### config.mk
export PLATFORM = sky130hd
export DESIGN_NAME = mht_finish
export DESIGN_NICKNAME = d
export VERILOG_FILES = /design/src/design/mht_pkg.sv /design/src/design/mht_finish.sv
export SDC_FILE = /design/constraint.sdc
export NUM_CORES = 1
export LEC_CHECK = 0
export ABC_CLOCK_PERIOD_IN_PS = 7100
export BUFFER_PORTS_ARGS = -buffer_cell sky130_fd_sc_hd__buf_2
export CORE_MARGIN = 4
export CORE_UTILIZATION = 40
export DETAILED_ROUTE_END_ITERATION = 6
export GPL_ROUTABILITY_DRIVEN = 0
export GPL_TIMING_DRIVEN = 1
export HOLD_SLACK_MARGIN = 0.05
export PLACE_DENSITY = 0.57
export SYNTH_ARGS = -nofsm -noshare
export SYNTH_HDL_FRONTEND = slang
export SYNTH_SLANG_ARGS = --single-unit
### constraint.sdc
create_clock -name clk_i -period 7.1 [get_ports clk_i]
set_clock_uncertainty 0.05 [all_clocks]
set_input_delay 0.355 -clock clk_i [delete_from_list [all_inputs] [get_ports clk_i]]
set_output_delay 0.355 -clock clk_i [all_outputs]
set_load 0.01 [all_outputs]
### src/design/mht_pkg.sv
// shared types and constants of the magnetometer heading block
// no dependencies; used by every module in this folder
package mht_pkg;

  // register indexes on the configuration port
  localparam int unsigned CfgIdxW = 8;
  localparam logic [CfgIdxW-1:0] REG_HWEIGHT = 8'd0;
  localparam logic [CfgIdxW-1:0] REG_VWEIGHT = 8'd1;

  // field widths
  localparam int unsigned MagW    = 16;
  localparam int unsigned WeightW = 16;
  localparam int unsigned HeadW   = 12;

  // datapath widths
  localparam int unsigned ProdW  = 2 * MagW;     // one weighted axis term
  localparam int unsigned ProjW  = ProdW + 1;    // sum of two terms
  localparam int unsigned MagnW  = ProdW;        // magnitude of a projection
  localparam int unsigned VecShift = 22;
  localparam int unsigned XyW    = 56;           // cordic x and y, signed
  localparam int unsigned ZW     = 29;           // cordic angle, signed
  localparam int unsigned PhiW   = 30;
  localparam int unsigned ThetaW = 31;
  localparam int unsigned AngFrac = 20;
  localparam int unsigned Iters  = 24;

  // angles in units of 2^-20 degree
  localparam logic signed [PhiW-1:0]   DEG90  = PhiW'(90) <<< AngFrac;
  localparam logic signed [ThetaW-1:0] DEG180 = ThetaW'(180) <<< AngFrac;
  localparam logic signed [ThetaW-1:0] DEG360 = ThetaW'(360) <<< AngFrac;

  localparam logic [HeadW-1:0] HEAD_MAX  = 12'd3599;
  localparam logic [HeadW-1:0] HEAD_NULL = 12'd900;

  // atan(2^-i) in degrees, rounded to 2^-20 degree
  localparam logic signed [ZW-1:0] ATAN_TAB [Iters] = '{
    29'sd47185920, 29'sd27855475, 29'sd14718068, 29'sd7471121,
    29'sd3750058,  29'sd1876857,  29'sd938658,   29'sd469357,
    29'sd234682,   29'sd117342,   29'sd58671,    29'sd29335,
    29'sd14668,    29'sd7334,     29'sd3667,     29'sd1833,
    29'sd917,      29'sd458,      29'sd229,      29'sd115,
    29'sd57,       29'sd29,       29'sd14,       29'sd7
  };

  // per-item flags that ride along the cell chain
  typedef struct packed {
    logic valid;
    logic both_zero;  // p and q both zero
    logic aw_zero;    // p is zero
    logic au_zero;    // q is zero
    logic swap;       // |q| < |p|, chain measures from the other axis
    logic q_neg;
    logic p_neg;
  } side_t;

endpackage

### src/design/mht_finish.sv
// back end: quadrant rebuild, then tenths of a degree with clamping
// depends on mht_pkg
module mht_finish (
  input  logic                              clk_i,
  input  logic                              rst_ni,
  input  logic                              en_i,
  input  logic signed [mht_pkg::ZW-1:0]     z_i,
  input  mht_pkg::side_t                    side_i,
  output logic                              valid_o,
  output logic [mht_pkg::HeadW-1:0]         heading_o
);

  localparam int unsigned ProdW = mht_pkg::ThetaW + 3;
  localparam int unsigned TenW  = ProdW - mht_pkg::AngFrac;

  logic signed [mht_pkg::PhiW-1:0]   phi;
  logic signed [mht_pkg::ThetaW-1:0] theta_d, theta_q;
  logic                              valid_q, null_q;

  // angle within the quadrant, then full turn
  always_comb begin
    if (side_i.aw_zero) begin
      phi = '0;
    end else if (side_i.au_zero) begin
      phi = mht_pkg::DEG90;
    end else if (side_i.swap) begin
      phi = mht_pkg::DEG90 - mht_pkg::PhiW'(z_i);
    end else begin
      phi = mht_pkg::PhiW'(z_i);
    end
    if (!side_i.q_neg && !side_i.p_neg) begin
      theta_d = mht_pkg::ThetaW'(phi);
    end else if (side_i.q_neg && !side_i.p_neg) begin
      theta_d = mht_pkg::DEG180 - mht_pkg::ThetaW'(phi);
    end else if (side_i.q_neg) begin
      theta_d = mht_pkg::DEG180 + mht_pkg::ThetaW'(phi);
    end else begin
      theta_d = mht_pkg::DEG360 - mht_pkg::ThetaW'(phi);
    end
  end

  always_ff @(posedge clk_i or negedge rst_ni) begin
    if (!rst_ni) begin
      valid_q <= 1'b0;
    end else if (en_i) begin
      valid_q <= side_i.valid;
    end
  end

  always_ff @(posedge clk_i) begin
    if (en_i) begin
      theta_q <= theta_d;
      null_q  <= side_i.both_zero;
    end
  end

  // times ten, drop the fraction, clamp both ends
  logic [mht_pkg::ThetaW-1:0] theta_pos;
  logic [ProdW-1:0]           prod;
  logic [TenW-1:0]            tenths;

  always_comb begin
    theta_pos = theta_q[mht_pkg::ThetaW-1] ? '0 : theta_q;
    prod      = {theta_pos, 3'b000} + {2'b00, theta_pos, 1'b0};
    tenths    = prod[ProdW-1:mht_pkg::AngFrac];
    if (null_q) begin
      heading_o = mht_pkg::HEAD_NULL;
    end else if (tenths > TenW'(mht_pkg::HEAD_MAX)) begin
      heading_o = mht_pkg::HEAD_MAX;
    end else begin
      heading_o = tenths[mht_pkg::HeadW-1:0];
    end
  end

  assign valid_o = valid_q;

endmodule

After elaboration in Yosys (flattened, before gate mapping) --
Cells that the tools add are included. Widths: inputs -> output; s select.
Cells by class: add/subtract/negate cells 5, mux-type cells 9, order comparisons 1, reduce and logical (&&, ||, !) cells 4
Operators by type and width (number):
- $mux 30 | 4
- $mux 31 | 3
- $add 33x31->34 | 1
- $add 29x30->31 const A | 1
- $sub 29x30->31 const A | 1
- $sub 30x30->31 const A | 1
- $sub 28x29->30 const A | 1
- $mux 12 | 2
- $gt 14x12->1 const B | 1
- $logic_and 1x1->1 | 2
- $logic_not 1->1 | 2
Storage, ports and cells: bits of input ports 39, register bits 33, word-level logic and storage cells 22, output and inout bits 13

Longest topological paths before layout --
word-level depth 8, mapped depth 17, gate-level depth less buffers 13

Worst setup path after synthesis --
No wires, ideal clock.
kind reg2out, from register theta_q[30] (netlist name), to output heading_o[2] (netlist name), required time 6.695 ns, path slack 2.524 ns, stages on the path, launching flop included 17, data arrival time 4.171 ns, path buffers 6, cell sequence edfxtp_1 clkbuf_1 clkbuf_1 clkbuf_1 clkbuf_1 nor2b_1 ha_1 clkbuf_1 nand2_1 or4_1 nor3_1 a221oi_1 o31ai_1 and4_1 clkbuf_1 a21boi_0 a2111o_1
Between the ends: longest elaborated chain between the ends 5
Ends and longest elaborated chain:
- from (decl) | RTL line mht_finish.sv:17 | logic signed [mht_pkg::ThetaW-1:0] theta_d, theta_q;
- from (signal assigned) | RTL line mht_finish.sv:52 | theta_q <= theta_d;
- $mux 30 (*) | RTL line mht_finish.sv:63 | theta_pos = theta_q[mht_pkg::ThetaW-1] ? '0 : theta_q;
- $add 33x31->34 (*) | RTL line mht_finish.sv:64 | prod = {theta_pos, 3'b000} + {2'b00, theta_pos, 1'b0};
- $gt 14x12->1 | RTL line mht_finish.sv:68 | end else if (tenths > TenW'(mht_pkg::HEAD_MAX)) begin
- $mux 12 (*) | RTL line mht_finish.sv:68
- $mux 12 (*) | RTL line mht_finish.sv:66 | if (null_q) begin
- to (decl) | RTL line mht_finish.sv:10 | output logic [mht_pkg::HeadW-1:0] heading_o
Every way passes the cells marked *; elsewhere a longest branch is shown, timed or not.

Worst setup path in the final report --
Ends and elaborated chain as after synthesis.

==> flow_summary.toml <==
[outcome]
status = "completed"

[synthesis]
ys.flop_type = "edfxtp_1"
synth_top_area_share_pct = 18.18
synthAdderAreaFrac_pct = 4.166
synth.area.top_cells = "edfxtp_1 18%, xnor2_1 8.4%, nor2_1 5.0%"
ys_seq_elements = 33
ys_types = 75
synth_most_common_cell = "nor2_1"
yosys_warnings = 0
synthMuxAreaShare_pct = 1.562
synthXorXnorAreaFrac_pct = 9.941
netlist_instances = 729
async_reset_ff_share_pct = 3.030
synth_commonest_cells = "70 x nor2_1, 59 x nand2_1, 51 x xnor2_1, 46 x o21ai_0, 45 x clkbuf_1"
synth_seq_area_share_pct = 18.65
synth_top_family_by_area = "simple AND/OR/NAND/NOR gates"
synth_edf_count = 32
synth_nets = 784
synth-compound-area-share_pct = 29.80
syn_avg_cell_area_um2 = 7.251
netlist_area_um2 = 5286
synthSimpleGateAreaFrac_pct = 29.94
synth_top_area_cell = "edfxtp_1"

[detailed_routing]
firstDrtPassIters = 7
wl_mm = 13.62
dr.first_iter.drc_count = 305
drc = 0
viasPerCell = 5.916
ant_nets = 0
wl_per_cell_um = 14.98
vias = 5378

[place]
port_buffers = 51
placed_area_um2 = 5555
dpl.hpwl_mm = 10.51

[grt]
grt_start_max_net_pins = 45
grt_pass1_vias = 4848
antenna_found_initial = 0
grt_first_pass_wirelength_mm = 22.97
grt_overflow = 0
track_usage_pct = 18.04

[power_and_ir_drop]
leakagePower_uw = 0.002040
ir_drop_mv = 0.08073
power_density_nw_per_um2 = 161.5

[critical_path]
crit_fanout = 44
r2r_cells = 1
path_class = "register to output pin"
path_cells = "buf_4, nor2b_1, ha_1, nand2_1, or4_1, nor3_1, a221oi_1, o31ai_1, and4_1, a21boi_0, a2111o_1, buf_2"
cp-end-kind = "output pin"
critPathLaunchType = "register"
r2r_start = "valid_o"
r2r_setup_slack_ns = 6.31
critPathRequiredTime_ns = 6.69
crit_slowest_cell = "or4_1"
critPathMaxStageDelay_ns = 0.61
r2r_end = "valid_o"
arrival_ns = 4.09

[hold_path]
hp-start = "side_i[5]"
whs_path_depth = 1
holdPathEnd = "null_q"
hp-class = "primary input to register"

[clock_network]
root_buffer = "clkbuf_16"
cts_max_path_buffers = 2
numCtsBuffers = 5
clk_latency_ns = 0.27
path_clk_slew_ns = 0.05
cts_setup_buffers = 0
tritoncts = "yes"
clock_sink_count = 33
htreeDepth = 2

[floorplanning]
die_h_um = 123.0
rows = 41
pin_count = 52
chipWidth_um = 123.0
die-area_um2 = 15120
core_um2 = 12770
start_util_pct = 41.39

[sta]
rsz0062_at_grt = "no"
worst_pin_slew_ns = 1.112
fmax_mhz = 222.6
slew_violations = 0
max_slew_margin_pct = 24.71
setup_viol = 0
period_share_pct = 63.26
finalSetupTns_ns = 0
finalWorstPathRequiredPeriod_ns = 4.491
hold_ws_ns = 0.2042
hold_viol_final = 0

[cells_and_area]
design_area_um2 = 5708
area_growth_syn_to_layout_pct = 7.976
finalNetCount = 791
drive_gt1_share_pct = 11.26
diodes = 0

[flow_run]
max-cap-violations = 0
## power breakdown
| group | switching (uW) | internal, uW |
|---|---|---|
| sequential | 39.8 | 246 |
| clock | 75.1 | 128 |
| combinational | 254 | 179 |
## layout make-up
| type | instances | area (um^2) |
|---|---|---|
| Fill cell | 1247 | 7066 |
| Multi-Input combinational cell | 616 | 3986 |
| Clock buffer | 5 | 125.1 |
| Sequential cell | 33 | 985.9 |
| Clock inverter | 3 | 17.52 |
| Tap cell | 172 | 215.2 |
| Inverter | 26 | 97.59 |
| Timing Repair Buffer | 54 | 280.3 |
## timing repair
item / in CTS / in global routing
resized for setup: 0 / 0
hold endpoints to repair: 1 / 0
hold buffers: 1 / 0
## state kept, by name, indices dropped and copies added (netlist names)
signal   flops
null_q       1
theta_q     31
valid_o      1
## per-layer routing
| metal | GRT usage, % | routed length, um | vias up |
|---|---|---|---|
| met4 | 6.858 | 320 | 0 |
| met1 | 26.06 | 6804 | 2426 |
| met5 | 0 | 0 | - |
| met3 | 0.6404 | 519 | 24 |
| met2 | 28.60 | 5970 | 171 |
| li1 | - | - | 2757 |
## cells by family after synthesis
family	after synthesis
simple gates	300
buf+inv	80
compound gates	230
flops	33
xor+xnor	60
mux	8
fa+ha+maj	18
## cells in the final DEF (no fill, tap or decap), drive strengths merged, types with 4 or more instances in the layout
master	instances
nor2	70
nand2	59
buf	53
xnor2	51
o21ai	46
a21oi	42
nor3	33
edfxtp	32
inv	24
a211oi	19
nand3	19
nor2b	18
ha	16
o31ai	16
a31oi	15
o211ai	14
nand2b	13
or4	12
or3	11
a21o	9
nand4	9
xor2	9
or2	9
and2	8
o22ai	8
nor4	8
and3	6
mux2i	6
o311ai	6
and4	5
o21bai	5
nand3b	5
clkbuf	5
o21a	4
a211o	4
a22oi	4
a221oi	4
clkinv	4
## through the flow
step	utilization [%]	worst slack [ns]	power, uW	cells
6_report	44.69	2.609	922.0	909
5_1_grt	44.69	2.189	998.2	909
4_1_cts	44.69	2.623	927.1	909
3_5_place_dp	43.49	2.837	718.0	900
3_3_place_gp	43.49	2.879	710.5	900
2_1_floorplan	-	2.524	614.2	729
## how the worst max path moves through the flow
| stage | to | slack, ns | depth (start not counted) | start |
|---|---|---|---|---|
| floorplan | heading_o[2] | 2.52 | 16 | theta_q[30] |
| global placement | theta_q[28] | 2.88 | 14 | z_i[0] |
| detailed placement | theta_q[28] | 2.84 | 14 | z_i[0] |
| CTS | heading_o[2] | 2.62 | 12 | theta_q[30] |
| global route | heading_o[2] | 2.19 | 12 | theta_q[30] |
| finish | heading_o[2] | 2.61 | 12 | theta_q[30] |
## worst max-delay path: cells and delay by family, from the launching register on
kind	cells	cell delay (ns)
buf+inv	2	0.49
flops	1	0.32
simple gates	5	1.40
compound gates	4	1.09
fa+ha+maj	1	0.49
(Power assumes the default switching activity.)
