<file path="config.mk">
export PLATFORM = sky130hd
export DESIGN_NAME = mht_cordic_cell
export DESIGN_NICKNAME = d
export VERILOG_FILES = /design/src/design/mht_pkg.sv /design/src/design/mht_cordic_cell.sv
export SDC_FILE = /design/constraint.sdc
export NUM_CORES = 1
export LEC_CHECK = 0
export BUFFER_PORTS_ARGS = -buffer_cell sky130_fd_sc_hd__buf_4
export CORE_MARGIN = 2
export CORE_UTILIZATION = 30
export CTS_CLUSTER_DIAMETER = 80
export CTS_CLUSTER_SIZE = 28
export DETAILED_ROUTE_END_ITERATION = 8
export GPL_ROUTABILITY_DRIVEN = 0
export PLACE_DENSITY_LB_ADDON = 0.3
export SYNTH_ARGS = -nofsm -noshare
export SYNTH_HDL_FRONTEND = slang
export SYNTH_SLANG_ARGS = --single-unit
</file>
<file path="constraint.sdc">
create_clock -name clk_i -period 0.8 [get_ports clk_i]
set_input_delay 0.04 -clock clk_i [delete_from_list [all_inputs] [get_ports clk_i]]
set_output_delay 0.04 -clock clk_i [all_outputs]
set_load 0.03 [all_outputs]
</file>
<file path="src/design/mht_pkg.sv">
// shared types and constants of the magnetometer heading block
// no dependencies; used by every module in this folder
package mht_pkg;

  // register indexes on the configuration port
  localparam int unsigned CfgIdxW = 8;
  localparam logic [CfgIdxW-1:0] REG_HWEIGHT = 8'd0;
  localparam logic [CfgIdxW-1:0] REG_VWEIGHT = 8'd1;

  // field widths
  localparam int unsigned MagW    = 16;
  localparam int unsigned WeightW = 16;
  localparam int unsigned HeadW   = 12;

  // datapath widths
  localparam int unsigned ProdW  = 2 * MagW;     // one weighted axis term
  localparam int unsigned ProjW  = ProdW + 1;    // sum of two terms
  localparam int unsigned MagnW  = ProdW;        // magnitude of a projection
  localparam int unsigned VecShift = 22;
  localparam int unsigned XyW    = 56;           // cordic x and y, signed
  localparam int unsigned ZW     = 29;           // cordic angle, signed
  localparam int unsigned PhiW   = 30;
  localparam int unsigned ThetaW = 31;
  localparam int unsigned AngFrac = 20;
  localparam int unsigned Iters  = 24;

  // angles in units of 2^-20 degree
  localparam logic signed [PhiW-1:0]   DEG90  = PhiW'(90) <<< AngFrac;
  localparam logic signed [ThetaW-1:0] DEG180 = ThetaW'(180) <<< AngFrac;
  localparam logic signed [ThetaW-1:0] DEG360 = ThetaW'(360) <<< AngFrac;

  localparam logic [HeadW-1:0] HEAD_MAX  = 12'd3599;
  localparam logic [HeadW-1:0] HEAD_NULL = 12'd900;

  // atan(2^-i) in degrees, rounded to 2^-20 degree
  localparam logic signed [ZW-1:0] ATAN_TAB [Iters] = '{
    29'sd47185920, 29'sd27855475, 29'sd14718068, 29'sd7471121,
    29'sd3750058,  29'sd1876857,  29'sd938658,   29'sd469357,
    29'sd234682,   29'sd117342,   29'sd58671,    29'sd29335,
    29'sd14668,    29'sd7334,     29'sd3667,     29'sd1833,
    29'sd917,      29'sd458,      29'sd229,      29'sd115,
    29'sd57,       29'sd29,       29'sd14,       29'sd7
  };

  // per-item flags that ride along the cell chain
  typedef struct packed {
    logic valid;
    logic both_zero;  // p and q both zero
    logic aw_zero;    // p is zero
    logic au_zero;    // q is zero
    logic swap;       // |q| < |p|, chain measures from the other axis
    logic q_neg;
    logic p_neg;
  } side_t;

endpackage

</file>
<file path="src/design/mht_cordic_cell.sv">
// one vectoring rotation of the cordic chain, registered
// depends on mht_pkg for widths and the arctangent table
module mht_cordic_cell #(
  parameter int unsigned SHIFT = 0
) (
  input  logic                            clk_i,
  input  logic                            rst_ni,
  input  logic                            en_i,
  input  logic signed [mht_pkg::XyW-1:0]  x_i,
  input  logic signed [mht_pkg::XyW-1:0]  y_i,
  input  logic signed [mht_pkg::ZW-1:0]   z_i,
  input  mht_pkg::side_t                  side_i,
  output logic signed [mht_pkg::XyW-1:0]  x_o,
  output logic signed [mht_pkg::XyW-1:0]  y_o,
  output logic signed [mht_pkg::ZW-1:0]   z_o,
  output mht_pkg::side_t                  side_o
);

  logic signed [mht_pkg::XyW-1:0] dx, dy, x_d, y_d;
  logic signed [mht_pkg::ZW-1:0]  z_d;
  logic signed [mht_pkg::XyW-1:0] x_q, y_q;
  logic signed [mht_pkg::ZW-1:0]  z_q;
  mht_pkg::side_t                 side_q;

  // rotate toward the x axis, floor shifts
  always_comb begin
    dx = y_i >>> SHIFT;
    dy = x_i >>> SHIFT;
    if (!y_i[mht_pkg::XyW-1]) begin
      x_d = x_i + dx;
      y_d = y_i - dy;
      z_d = z_i + mht_pkg::ATAN_TAB[SHIFT];
    end else begin
      x_d = x_i - dx;
      y_d = y_i + dy;
      z_d = z_i - mht_pkg::ATAN_TAB[SHIFT];
    end
  end

  always_ff @(posedge clk_i or negedge rst_ni) begin
    if (!rst_ni) begin
      side_q <= '0;
    end else if (en_i) begin
      side_q <= side_i;
    end
  end

  always_ff @(posedge clk_i) begin
    if (en_i) begin
      x_q <= x_d;
      y_q <= y_d;
      z_q <= z_d;
    end
  end

  assign x_o    = x_q;
  assign y_o    = y_q;
  assign z_o    = z_q;
  assign side_o = side_q;

endmodule

</file>
# After elaboration in Yosys (flattened, before gate mapping)
# Index checks and enable logic that the tools add are counted.
[word_totals]
reg_bits = 148
ram_bits = 0
memories = 0
rom_bits = 0
latch_bits = 0
[op_classes]
reduce_logical = 0
div = 0
n_eq_ne = 0
n_mul = 0
addsub = 5
bitwise_logic = 0
order_cmp = 0
shift = 0
n_mux = 3
[op_table]
columns = ["op", "count"]
rows = [
  ["$mux 56", 2],
  ["$sub 56x56->56", 2],
  ["$add 56x56->56", 1],
  ["$add 29x27->29 const B", 1],
  ["$mux 29", 1],
  ["$sub 29x27->29 const B", 1],
]

# Longest topological paths before layout
[depth]
ltp_word = 2
ltp_mapped = 14

# Worst setup path before layout
# OpenSTA, ideal clock, no wires.
[synth_timing]
path_kind = "input-to-reg"
start = "input y_i[0] (netlist bit)"
end = "register y_q, in the netlist y_o[48] (data pin)"
t_arrival_ns = 2.412
setup_slack_ns = -1.879
setup_time_ns = 0.267
n_path_buf = 0
stages = 13
t_required_ns = 0.533
path_cell_list = "inv_1 ha_1 fa_1 nor2b_1 o2111ai_1 a31oi_4 a21o_1 a31oi_1 o41ai_4 a21oi_1 o31ai_1 nand3_1 xnor2_1"
[synth_between]
elab_chain_len = 2
word_cells_on_any_way = 3
classes_between = "add/sub (2); mux (1)"
[synth_lines]
columns = ["item", "line_no", "text"]
rows = [
  ["start: declaration", "mht_cordic_cell.sv:10", "input logic signed [mht_pkg::XyW-1:0] y_i,"],
  ["$sub 56x56->56 or $add 56x56->56 (tied branches)", "mht_cordic_cell.sv:31, mht_cordic_cell.sv:35", ""],
  ["$mux 56 *", "mht_cordic_cell.sv:29", "if (!y_i[mht_pkg::XyW-1]) begin"],
  ["net y_d (one bit)", "mht_cordic_cell.sv:19", "logic signed [mht_pkg::XyW-1:0] dx, dy, x_d, y_d;"],
  ["end signal: assignment", "mht_cordic_cell.sv:51", "y_q <= y_d;"],
  ["end: declaration", "mht_cordic_cell.sv:21", "logic signed [mht_pkg::XyW-1:0] x_q, y_q;"],
]
# The timed path passes the listed nets; every way through them passes the cells marked *.
# A chain may end at the register's enable or synchronous reset.

# Worst setup path in the final report
# Same ends and word-level chain as after synthesis.

==> results.sh <==
export IMPL_design_die_area_um2=52900
export IMPL_async_sr_flop_fraction=0.0476
export IMPL_route_final_wire_length_um=70600
export IMPL_ff_latch_area_um2=4390
export IMPL_synth_largest_area_cell="edfxtp_1"
export IMPL_violations="setup timing"
export IMPL_final_setup_worst_slack_ns=-1.66
export IMPL_synth_distinct_cells=89
export IMPL_nFillCells=4217
export IMPL_drtAntennaViolNets=0
export IMPL_fmaxAchievable_ghz=0.407
export IMPL_fin_crit_share=3.07
export IMPL_multi_input_combinational_cell_area_um2=12700
export IMPL_vias=18900
export IMPL_max_cap_viol_count=0
export IMPL_design_area_um2=29000
export IMPL_rrSetupSlack_ns=0
export IMPL_finalSetupViolations=382
export IMPL_grt_max_degree=34
export IMPL_crit_path_start_kind="input port"
export IMPL_clkSlewWorstSetupHoldPaths_ns=0.07
export IMPL_die_y_um=230
export IMPL_antenna_found_initial=1
export IMPL_globalRouteTotalUtil=0.256
export IMPL_cts_buffers_inserted=17
export IMPL_synth_fp_nets=2171
export IMPL_drt_pass1_iter_count=6
export IMPL_net_count_final=3232
export IMPL_arrival_ns=2.70
export IMPL_tritoncts="yes"
export IMPL_worstSetupEndpointType="flop"
export IMPL_rows=82
export IMPL_clk_latency_ns=0.49
export IMPL_synth_main_ff_cell="edfxtp_1"
export IMPL_vias_in_the_first_global_route=19200
export IMPL_setup_worst_path_class="in -> reg"
export IMPL_synth_area_um2=15300
export IMPL_power_leakage_nw=12.8
export IMPL_chipWidth_um=230
export IMPL_detail_route_drc_violations=0
export IMPL_yosys_warnings=0
export IMPL_detailed_place_area_um2=24500
export IMPL_rsz0062_at_grt="yes"
export IMPL_numPortBuffers=298
export IMPL_synthesis_area_per_instance_um2=8.31
export IMPL_power_density_nw_per_um2=1500
export IMPL_critical_path_max_fanout=3
export IMPL_synth_seq_area_share=0.286
export IMPL_fin_crit_ns=2.46
export IMPL_flow_area_growth_from_synthesis_pct=89.2
export IMPL_fraction_of_final_layout_cells_sized_beyond_drive_strength_1=0.546
export IMPL_tns_ns=-206.08
export IMPL_netlist_top_cells_area="edfxtp_1 27%, ha_1 14%, a21oi_1 8.1%, xnor2_1 6.0%, inv_1 4.2%"
export IMPL_detail_route_iter0_violations=1896
export IMPL_ios=299
export IMPL_post_synthesis_sequential_element_count=147
export IMPL_synth_edff_count=140
export IMPL_route_detailed_vias_per_inst=5.27
export IMPL_detailedPlacementHpwl_um=54400
export IMPL_tightestPinTransition_ns=0.819
export IMPL_max_slew_margin=0.448
export IMPL_power_ir_vdd_worst_uv=1770
export IMPL_routedWlPerCell_um=19.7
export IMPL_report_final_slew_viol_count=0
export IMPL_clock_skew_ns=0
export IMPL_clk_root_buffer_cell="clkbuf_16"
export IMPL_synth_cells=1844
export IMPL_wire_length_of_the_first_global_routing_pass_um=105000
export IMPL_floorplan_initialDensity=0.305
export IMPL_floorplan_core_area_um2=50300
export IMPL_post_synth_top_area_fraction=0.275
export IMPL_outcome="complete, but fails checks"
export IMPL_critical_path_required_ns=1.05
export IMPL_gr_total_overflow=0
export IMPL_cts_sink_count=147
export IMPL_cts_buffer_depth=2
export IMPL_timing_final_hold_violations=0
export IMPL_cts_htree_levels=4
export IMPL_hold_path_class="in -> reg"
## sequential cells by signal, indices dropped and copies added, names as in the netlist
| name | count |
|---|---|
| side_o | 7 |
| x_o | 56 |
| y_o | 55 |
| z_o | 29 |
## through the flow
stage	setup WS, ns	util	std cells	hold WS [ns]	power [W]
after floorplan	-1.79	-	1844	-0.256	0.0208
after global placement	-2.52	0.487	3444	-0.145	0.0303
after detailed placement	-2.51	0.487	3444	-0.142	0.0305
after CTS	-1.54	0.553	3558	-0.0114	0.0421
after global routing	-1.71	0.576	3591	0.0279	0.0453
final	-1.66	0.576	3591	0.0377	0.0434
## power breakdown
| part | total [W] | internal, W | switching [W] |
|---|---|---|---|
| clock | 0.00841 | 0.00443 | 0.00398 |
| combinational | 0.0242 | 0.0116 | 0.0126 |
| sequential | 0.0108 | 0.0101 | 0.000739 |
## final timing paths
path	from	end	cells past startpoint
worst max-delay path	y_i[0]	y_o[48]	14
worst min-delay path	z_i[27]	z_o[27]	3
worst max register to register	side_o[3]	side_o[3]	1
worst min register to register	side_o[2]	side_o[2]	1
max in group asynchronous	rst_ni	side_o[4]	3
min in group asynchronous	rst_ni	side_o[3]	3
## synthesized netlist by cell type (all sizes together), types with 7 or more instances
library cell / n
a21oi: 250
inv: 180
ha: 172
nor2: 144
edfxtp: 140
o21ai: 129
nand2: 117
xnor2: 105
o21bai: 49
buf: 43
clkbuf: 43
nor3: 43
a21o: 33
nand3: 33
nand4: 32
mux2i: 23
a31oi: 22
o21a: 22
o31ai: 22
a211oi: 21
nor2b: 18
nor4: 16
o211ai: 15
or2: 9
and2: 8
and3: 8
nand2b: 8
a211o: 7
a221oi: 7
dfrtp: 7
mux2: 7
o221ai: 7
o31a: 7
or3: 7
## worst max-delay path, cell delays in order
cell and delay, ns:
buf_12 0.10, inv_12 0.03, ha_4 0.16, fa_2 0.42, nor2b_4 0.14, o2111ai_4 0.15, a31oi_4 0.28, a21o_1 0.27
a31oi_4 0.15, o41ai_4 0.33, a21oi_2 0.16, o31ai_2 0.22, nand3_1 0.12, xnor2_1 0.14
## placed cells by master (no fill, tap or decap), types with 34 or more instances in the layout
master and n:
buf_4 846, ha_1 135, inv_1 149, edfxtp_1 140, a21oi_2 65, nor2_1 116
a21oi_1 161, dlygate4sd3_1 34, o21bai_1 48, buf_6 223, xnor2_1 78, o21ai_0 59
nand2_1 101
## per-layer routing
layer  up-vias  wire length (um)  global-route usage
li1       8797                 -                   -
met1      9030             28400               0.318
met2       880             33900               0.434
met3       204              5420              0.0471
met4         0              2870               0.109
met5         -                 0                   0
## kinds of logic (layout without fill, tap and decap cells)
group	Yosys count	after routing	synth area share
multiplexers	30	30	0.0202
adder cells (fa/ha/maj)	176	176	0.146
buffers and inverters	271	1345	0.0704
XOR/XNOR	111	111	0.0635
AND/OR/NAND/NOR	460	460	0.143
AO/OA/AOI/OAI	649	649	0.271
flip-flops	147	147	0.286
other	0	1	0
## area by class of cell
type / instances / share of cell area
Antenna cell: 1 / 0.0000864
Clock buffer: 19 / 0.0164
Clock inverter: 13 / 0.00380
Inverter: 185 / 0.0273
Multi-Input combinational cell: 1426 / 0.438
Sequential cell: 147 / 0.151
Tap cell: 672 / 0.0290
Timing Repair Buffer: 1128 / 0.333
## timing repair
action,in CTS,in global routing
hold buffers,34,0
endpoints found under the setup margin,260,393
endpoints found under the hold margin,52,0
setup buffers,60,49
resized for setup,462,198
pin swaps,155,146
No activity file was read; power rests on OpenSTA's default activity.
