--- src/design/mht_pkg.sv ---
// shared types and constants of the magnetometer heading block
// no dependencies; used by every module in this folder
package mht_pkg;

  // register indexes on the configuration port
  localparam int unsigned CfgIdxW = 8;
  localparam logic [CfgIdxW-1:0] REG_HWEIGHT = 8'd0;
  localparam logic [CfgIdxW-1:0] REG_VWEIGHT = 8'd1;

  // field widths
  localparam int unsigned MagW    = 16;
  localparam int unsigned WeightW = 16;
  localparam int unsigned HeadW   = 12;

  // datapath widths
  localparam int unsigned ProdW  = 2 * MagW;     // one weighted axis term
  localparam int unsigned ProjW  = ProdW + 1;    // sum of two terms
  localparam int unsigned MagnW  = ProdW;        // magnitude of a projection
  localparam int unsigned VecShift = 22;
  localparam int unsigned XyW    = 56;           // cordic x and y, signed
  localparam int unsigned ZW     = 29;           // cordic angle, signed
  localparam int unsigned PhiW   = 30;
  localparam int unsigned ThetaW = 31;
  localparam int unsigned AngFrac = 20;
  localparam int unsigned Iters  = 24;

  // angles in units of 2^-20 degree
  localparam logic signed [PhiW-1:0]   DEG90  = PhiW'(90) <<< AngFrac;
  localparam logic signed [ThetaW-1:0] DEG180 = ThetaW'(180) <<< AngFrac;
  localparam logic signed [ThetaW-1:0] DEG360 = ThetaW'(360) <<< AngFrac;

  localparam logic [HeadW-1:0] HEAD_MAX  = 12'd3599;
  localparam logic [HeadW-1:0] HEAD_NULL = 12'd900;

  // atan(2^-i) in degrees, rounded to 2^-20 degree
  localparam logic signed [ZW-1:0] ATAN_TAB [Iters] = '{
    29'sd47185920, 29'sd27855475, 29'sd14718068, 29'sd7471121,
    29'sd3750058,  29'sd1876857,  29'sd938658,   29'sd469357,
    29'sd234682,   29'sd117342,   29'sd58671,    29'sd29335,
    29'sd14668,    29'sd7334,     29'sd3667,     29'sd1833,
    29'sd917,      29'sd458,      29'sd229,      29'sd115,
    29'sd57,       29'sd29,       29'sd14,       29'sd7
  };

  // per-item flags that ride along the cell chain
  typedef struct packed {
    logic valid;
    logic both_zero;  // p and q both zero
    logic aw_zero;    // p is zero
    logic au_zero;    // q is zero
    logic swap;       // |q| < |p|, chain measures from the other axis
    logic q_neg;
    logic p_neg;
  } side_t;

endpackage

--- src/design/mht_prep.sv ---
// front end: weighted projections, magnitudes and octant reduction
// depends on mht_pkg
module mht_prep (
  input  logic                                  clk_i,
  input  logic                                  rst_ni,
  input  logic                                  en_i,
  input  logic                                  in_valid_i,
  input  logic signed [mht_pkg::MagW-1:0]       mag_x_i,
  input  logic signed [mht_pkg::MagW-1:0]       mag_y_i,
  input  logic signed [mht_pkg::MagW-1:0]       mag_z_i,
  input  logic signed [mht_pkg::WeightW-1:0]    hweight_i,
  input  logic signed [mht_pkg::WeightW-1:0]    vweight_i,
  output logic signed [mht_pkg::XyW-1:0]        x_o,
  output logic signed [mht_pkg::XyW-1:0]        y_o,
  output mht_pkg::side_t                        side_o
);

  // stage a: three products
  logic                                 va_q;
  logic signed [mht_pkg::ProdW-1:0]     hx_q, hy_q, vz_q;

  always_ff @(posedge clk_i or negedge rst_ni) begin
    if (!rst_ni) begin
      va_q <= 1'b0;
    end else if (en_i) begin
      va_q <= in_valid_i;
    end
  end

  always_ff @(posedge clk_i) begin
    if (en_i) begin
      hx_q <= hweight_i * mag_x_i;
      hy_q <= hweight_i * mag_y_i;
      vz_q <= vweight_i * mag_z_i;
    end
  end

  // stage b: projections
  logic                                 vb_q;
  logic signed [mht_pkg::ProjW-1:0]     p_q, q_q;

  always_ff @(posedge clk_i or negedge rst_ni) begin
    if (!rst_ni) begin
      vb_q <= 1'b0;
    end else if (en_i) begin
      vb_q <= va_q;
    end
  end

  always_ff @(posedge clk_i) begin
    if (en_i) begin
      p_q <= mht_pkg::ProjW'(hx_q) + mht_pkg::ProjW'(vz_q);
      q_q <= mht_pkg::ProjW'(hy_q) + mht_pkg::ProjW'(vz_q);
    end
  end

  // stage c: magnitudes, octant and scaled start vector
  logic signed [mht_pkg::ProjW-1:0] p_abs, q_abs;
  logic        [mht_pkg::MagnW-1:0] aw, au, big, small_m;
  mht_pkg::side_t                   side_d, side_q;
  logic signed [mht_pkg::XyW-1:0]   x_q, y_q;

  always_comb begin
    p_abs = p_q[mht_pkg::ProjW-1] ? -p_q : p_q;
    q_abs = q_q[mht_pkg::ProjW-1] ? -q_q : q_q;
    aw    = p_abs[mht_pkg::MagnW-1:0];
    au    = q_abs[mht_pkg::MagnW-1:0];
    side_d.valid     = vb_q;
    side_d.aw_zero   = (aw == '0);
    side_d.au_zero   = (au == '0);
    side_d.both_zero = side_d.aw_zero && side_d.au_zero;
    side_d.swap      = (au < aw);
    side_d.q_neg     = q_q[mht_pkg::ProjW-1];
    side_d.p_neg     = p_q[mht_pkg::ProjW-1];
    big     = side_d.swap ? aw : au;
    small_m = side_d.swap ? au : aw;
  end

  always_ff @(posedge clk_i or negedge rst_ni) begin
    if (!rst_ni) begin
      side_q <= '0;
    end else if (en_i) begin
      side_q <= side_d;
    end
  end

  always_ff @(posedge clk_i) begin
    if (en_i) begin
      x_q <= {2'b00, big, {mht_pkg::VecShift{1'b0}}};
      y_q <= {2'b00, small_m, {mht_pkg::VecShift{1'b0}}};
    end
  end

  assign x_o    = x_q;
  assign y_o    = y_q;
  assign side_o = side_q;

endmodule

--- config.mk ---
export PLATFORM = sky130hd
export DESIGN_NAME = mht_prep
export DESIGN_NICKNAME = d
export VERILOG_FILES = /design/src/design/mht_pkg.sv /design/src/design/mht_prep.sv
export SDC_FILE = /design/constraint.sdc
export NUM_CORES = 2
export LEC_CHECK = 0
export BUFFER_PORTS_ARGS = -buffer_cell sky130_fd_sc_hd__buf_2
export CORE_MARGIN = 10
export CORE_UTILIZATION = 60
export CTS_CLUSTER_DIAMETER = 120
export CTS_CLUSTER_SIZE = 28
export DETAILED_ROUTE_END_ITERATION = 10
export PLACE_DENSITY = 0.79
export SLEW_MARGIN = 20
export SYNTH_ARGS = -nofsm -noshare
export SYNTH_HDL_FRONTEND = slang
export SYNTH_SLANG_ARGS = --single-unit
--- constraint.sdc ---
create_clock -name clk_i -period 9.7 [get_ports clk_i]
set_input_delay 1.455 -clock clk_i [delete_from_list [all_inputs] [get_ports clk_i]]
set_output_delay 1.455 -clock clk_i [all_outputs]
set_load 0.005 [all_outputs]
# == Word-level counts from Yosys, hierarchy flattened ==
# Index checks and enable logic that the tools add are counted.
# word_totals
ff_bits,235
n_memories,0
ramBits,0
input_bits,84
latch_bits,0
output_inout_bits,119
rom_bits,0
wordCells,31
# classes
add_sub_neg,4
bitwise,0
mul,3
muxes,4
reduce_logical,3
order_cmp,1
eq_ne,0
n_div,0
shifts,0
# op_table
cell,count
$mux W32,4
$mul A16 B16 Y32,3
$add A32 B32 Y33,2
$logic_not A32 Y1,2
$neg A32 Y32,2
$lt A32 B32 Y1,1
$logic_and A1 B1 Y1,1

# == Depth between registers and ports, before layout ==
# depth
depth_word,4
depth_mapped,26
depth_no_buf,24

# == Worst setup path after synthesis ==
# OpenSTA, ideal clock, no wires.
# synth_path
path_type,input -> register
startpoint,input mag_y_i[7] (netlist bit)
endpoint,register hy_q[25] (netlist bit) (data pin)
cell_stages,24
path_slack_ns,2.446
setup_ns,0.258
n_path_buf,1
t_required_ns,9.442
t_arrival_ns,6.996
path_cell_list,clkbuf_1 nand2_1 fa_1 inv_1 fa_1 inv_1 fa_1 inv_1 fa_1 fa_1 inv_1 fa_1 inv_1 ha_1 a21o_1 a211oi_1 a21boi_0 o21ai_0 a221oi_1 o21bai_1 nand4_1 nand4b_1 a21oi_1 xnor2_1
# synth_via
elab_chain_len,1
# synth_rtl
item,line_no,rtl
"start, declared",mht_prep.sv:9,"input logic signed [mht_pkg::MagW-1:0] mag_y_i,"
$mul A16 B16 Y32,mht_prep.sv:33,hy_q <= hweight_i * mag_y_i;
"end signal, assigned",mht_prep.sv:33,
"end, declared",mht_prep.sv:20,"logic signed [mht_pkg::ProdW-1:0] hx_q, hy_q, vz_q;"
# Every way passes these cells.
# A chain may end at the register's enable or synchronous reset.

# == Worst setup path after layout ==
# layout_path
startpoint,input hweight_i[7] (netlist bit)
endpoint,register hy_q[25] (netlist bit) (data pin)
# layout_via
elab_chain_len,1
# layout_rtl
item,line_no,rtl
"start, declared",mht_prep.sv:11,"input logic signed [mht_pkg::WeightW-1:0] hweight_i,"
$mul A16 B16 Y32,mht_prep.sv:33,
# Every way passes these cells.

==> impl_metrics.tcl <==
set metrics [dict create \
    viasPerCell 5.58 \
    clock-sinks 235 \
    fin_skew_ns 0.0319 \
    cts_resized 0 \
    fin_crit_ns 8.06 \
    overflow 0 \
    vias 29700 \
    worst-setup-path-type "in -> reg" \
    hold_ws_ns 0.521 \
    drtAntennaViolNets 0 \
    cts_root_buf "clkbuf_16" \
    die_w_um 286 \
    wl_per_cell_um 17.4 \
    critPathArrivalTime_ns 8.31 \
    pin_count 203 \
    relSlewSlack 0.300 \
    drt-pass1-iter-count 5 \
    crit_path_start_kind "input pin" \
    post_cts_buffers 0 \
    hold_path_class "reg -> reg" \
    fin_nets 5591 \
    drt_iter0_markers 2130 \
    dp_slack_ns 1.30 \
    area_delta_synth_final_pct 4.13 \
    clock_latency_ns 0.52 \
    core_um2 70100 \
    routed_wl_um 92800 \
    gr-usage-all-layers 0.234 \
    antenna_found_initial 3 \
    syn-mean-instance-area_um2 9.83 \
    synth_top_flop_cell "edfxtp_1" \
    worstMarginPinSlew_ns 1.02 \
    slowest_stage "a221oi_1" \
    ys_seq_area_frac 0.165 \
    maxSlewViolCount 0 \
    final_common_cell "inv_1" \
    cp_common_cell "fa_1" \
    synthArstFlopShare 0.0383 \
    nFillCells 5702 \
    yosysWarnings 0 \
    setup_viol 0 \
    period_share 0.831 \
    final_util 0.632 \
    rows 97 \
    place_hpwl_um 76400 \
    path_cells "buf_2, nand2_1, fa_1, inv_1, fa_1, inv_1, fa_1, inv_1, fa_1, fa_1, inv_1, fa_1, inv_1, ha_1, a21o_1, a211oi_1, a21boi_0, o21ai_0, a221oi_1, o21bai_1, nand4_1, nand4b_1, a21oi_1, xnor2_1" \
    cap_violations 0 \
    clkTransAtPathRegs_ns 0.11 \
    grt_pass1_vias 31880 \
    dieArea_um2 82000 \
    worstPathRequired_ns 9.95 \
    cts_inserted_buffers 13 \
    grt_start_max_net_pins 94 \
    layout_common_cells "921 x inv_1, 788 x fa_1, 432 x nand2_1" \
    regToRegSetupSlack_ns 3.80 \
    cts_buffer_depth 3 \
    synth-edff-count 226 \
    drc_errors 0 \
    cts_max_level 1 \
    critPathMaxFanout 32 \
    synth_area_um2 42600 \
    initial_core_util 0.607 \
    postLayoutSetupSlackWorst_ns 1.64 \
    ys_ff_latch 235 \
    rsz0062_at_grt "false" \
    cp-end-kind "flip-flop" \
    finalHoldViolations 0 \
    drive_gt1_frac 0.0465 \
    fin_setup_tns_ns 0 \
    routabilityCongestion 0.892 \
    fp.dieH_um 286 \
    io_buffers 154 \
    max_stage_delay_ns 0.81 \
    cts_tree "built" \
    outcome "complete, no violations" \
    ys_types 67 \
    grt_pass1_wl_um 158000 \
    synth_cells 4332 \
    postCtsHoldBufs 0 \
    fmax_mhz 124 \
]
-- per-stage QoR --
step | area (um^2) | instances
floorplan | 42800 | 4379
global route | 44300 | 5326
global placement | 43900 | 5301
CTS | 44300 | 5323
detailed placement | 43900 | 5301
finish | 44300 | 5326
-- worst paths after layout --
| kind | startpoint | to | depth (start not counted) |
|---|---|---|---|
| worst min register to register | side_o[2] | side_o[2] | 1 |
| worst max register to register | p_q[4] | y_o[28] | 18 |
| worst max-delay path | hweight_i[7] | hy_q[25] | 24 |
| max in group asynchronous | rst_ni | side_o[0] | 1 |
| worst min-delay path | side_o[2] | side_o[2] | 1 |
| min in group asynchronous | rst_ni | side_o[1] | 1 |
-- final cells by class --
class / count / area [um^2] / area share
Antenna cell: 3 / 7.51 / 0.000169
Clock buffer: 18 / 344 / 0.00776
Clock inverter: 4 / 63.8 / 0.00144
Inverter: 921 / 3460 / 0.0780
Multi-Input combinational cell: 3042 / 31400 / 0.709
Sequential cell: 235 / 7010 / 0.158
Tap cell: 940 / 1180 / 0.0265
Timing Repair Buffer: 163 / 848 / 0.0191
-- registers in the layout, summed over array words and instances (netlist names), 7 cells and up --
name / count
p_q: 33
q_q: 33
hx_q: 32
hy_q: 32
vz_q: 32
x_o: 32
y_o: 32
side_o: 7
-- cell usage after synthesis (9+ instances only) --
cell type	n	area share
inv_1	921	0.081
fa_1	788	0.37
nand2_1	432	0.038
and2_1	376	0.055
ha_1	343	0.10
edfxtp_1	226	0.16
a21oi_1	136	0.016
clkbuf_1	130	0.011
xnor2_1	129	0.027
nor2_1	110	0.0097
o21ai_0	98	0.012
xor2_1	88	0.018
mux2i_1	68	0.016
a21o_1	67	0.012
buf_4	48	0.0085
nand2b_1	35	0.0051
nand3_1	34	0.0040
nor2b_1	22	0.0032
nor3_1	21	0.0025
nand4_1	20	0.0029
o21a_1	20	0.0035
o31ai_1	18	0.0032
or3_1	18	0.0026
o21bai_1	16	0.0028
and3_1	14	0.0021
a211oi_1	12	0.0021
a31oi_1	12	0.0018
dfrtp_1	9	0.0053
o211ai_1	9	0.0016
o41ai_1	9	0.0019
-- layer usage --
metal	up-vias	global-route usage	wire (um)
met1	15026	0.303	36700
met5	-	0	0
met3	174	0.0286	6430
met2	1053	0.409	46800
met4	0	0.0682	2820
li1	13447	-	-
-- logic make-up after synthesis --
family | Yosys count | share of synthesized area
fa+ha+maj | 1131 | 0.471
simple gates | 1118 | 0.132
buf+inv | 1102 | 0.101
compound gates | 453 | 0.0681
flops | 235 | 0.165
xor+xnor | 218 | 0.0450
mux | 74 | 0.0176
other cells | 1 | 0.0000880
-- worst max-delay path: cells and delay by family --
kind | cells | cell delay [ns]
AOI/OAI and AO/OA | 7 | 2.21
xor gates and xnor gates | 1 | 0.08
adders and majority gates | 7 | 3.31
buffers and inverters | 6 | 0.80
and+or+nand+nor | 3 | 0.44
Power is not shown: default switching activity piles up to over one toggle a cycle in this logic, so the estimate is an artifact.
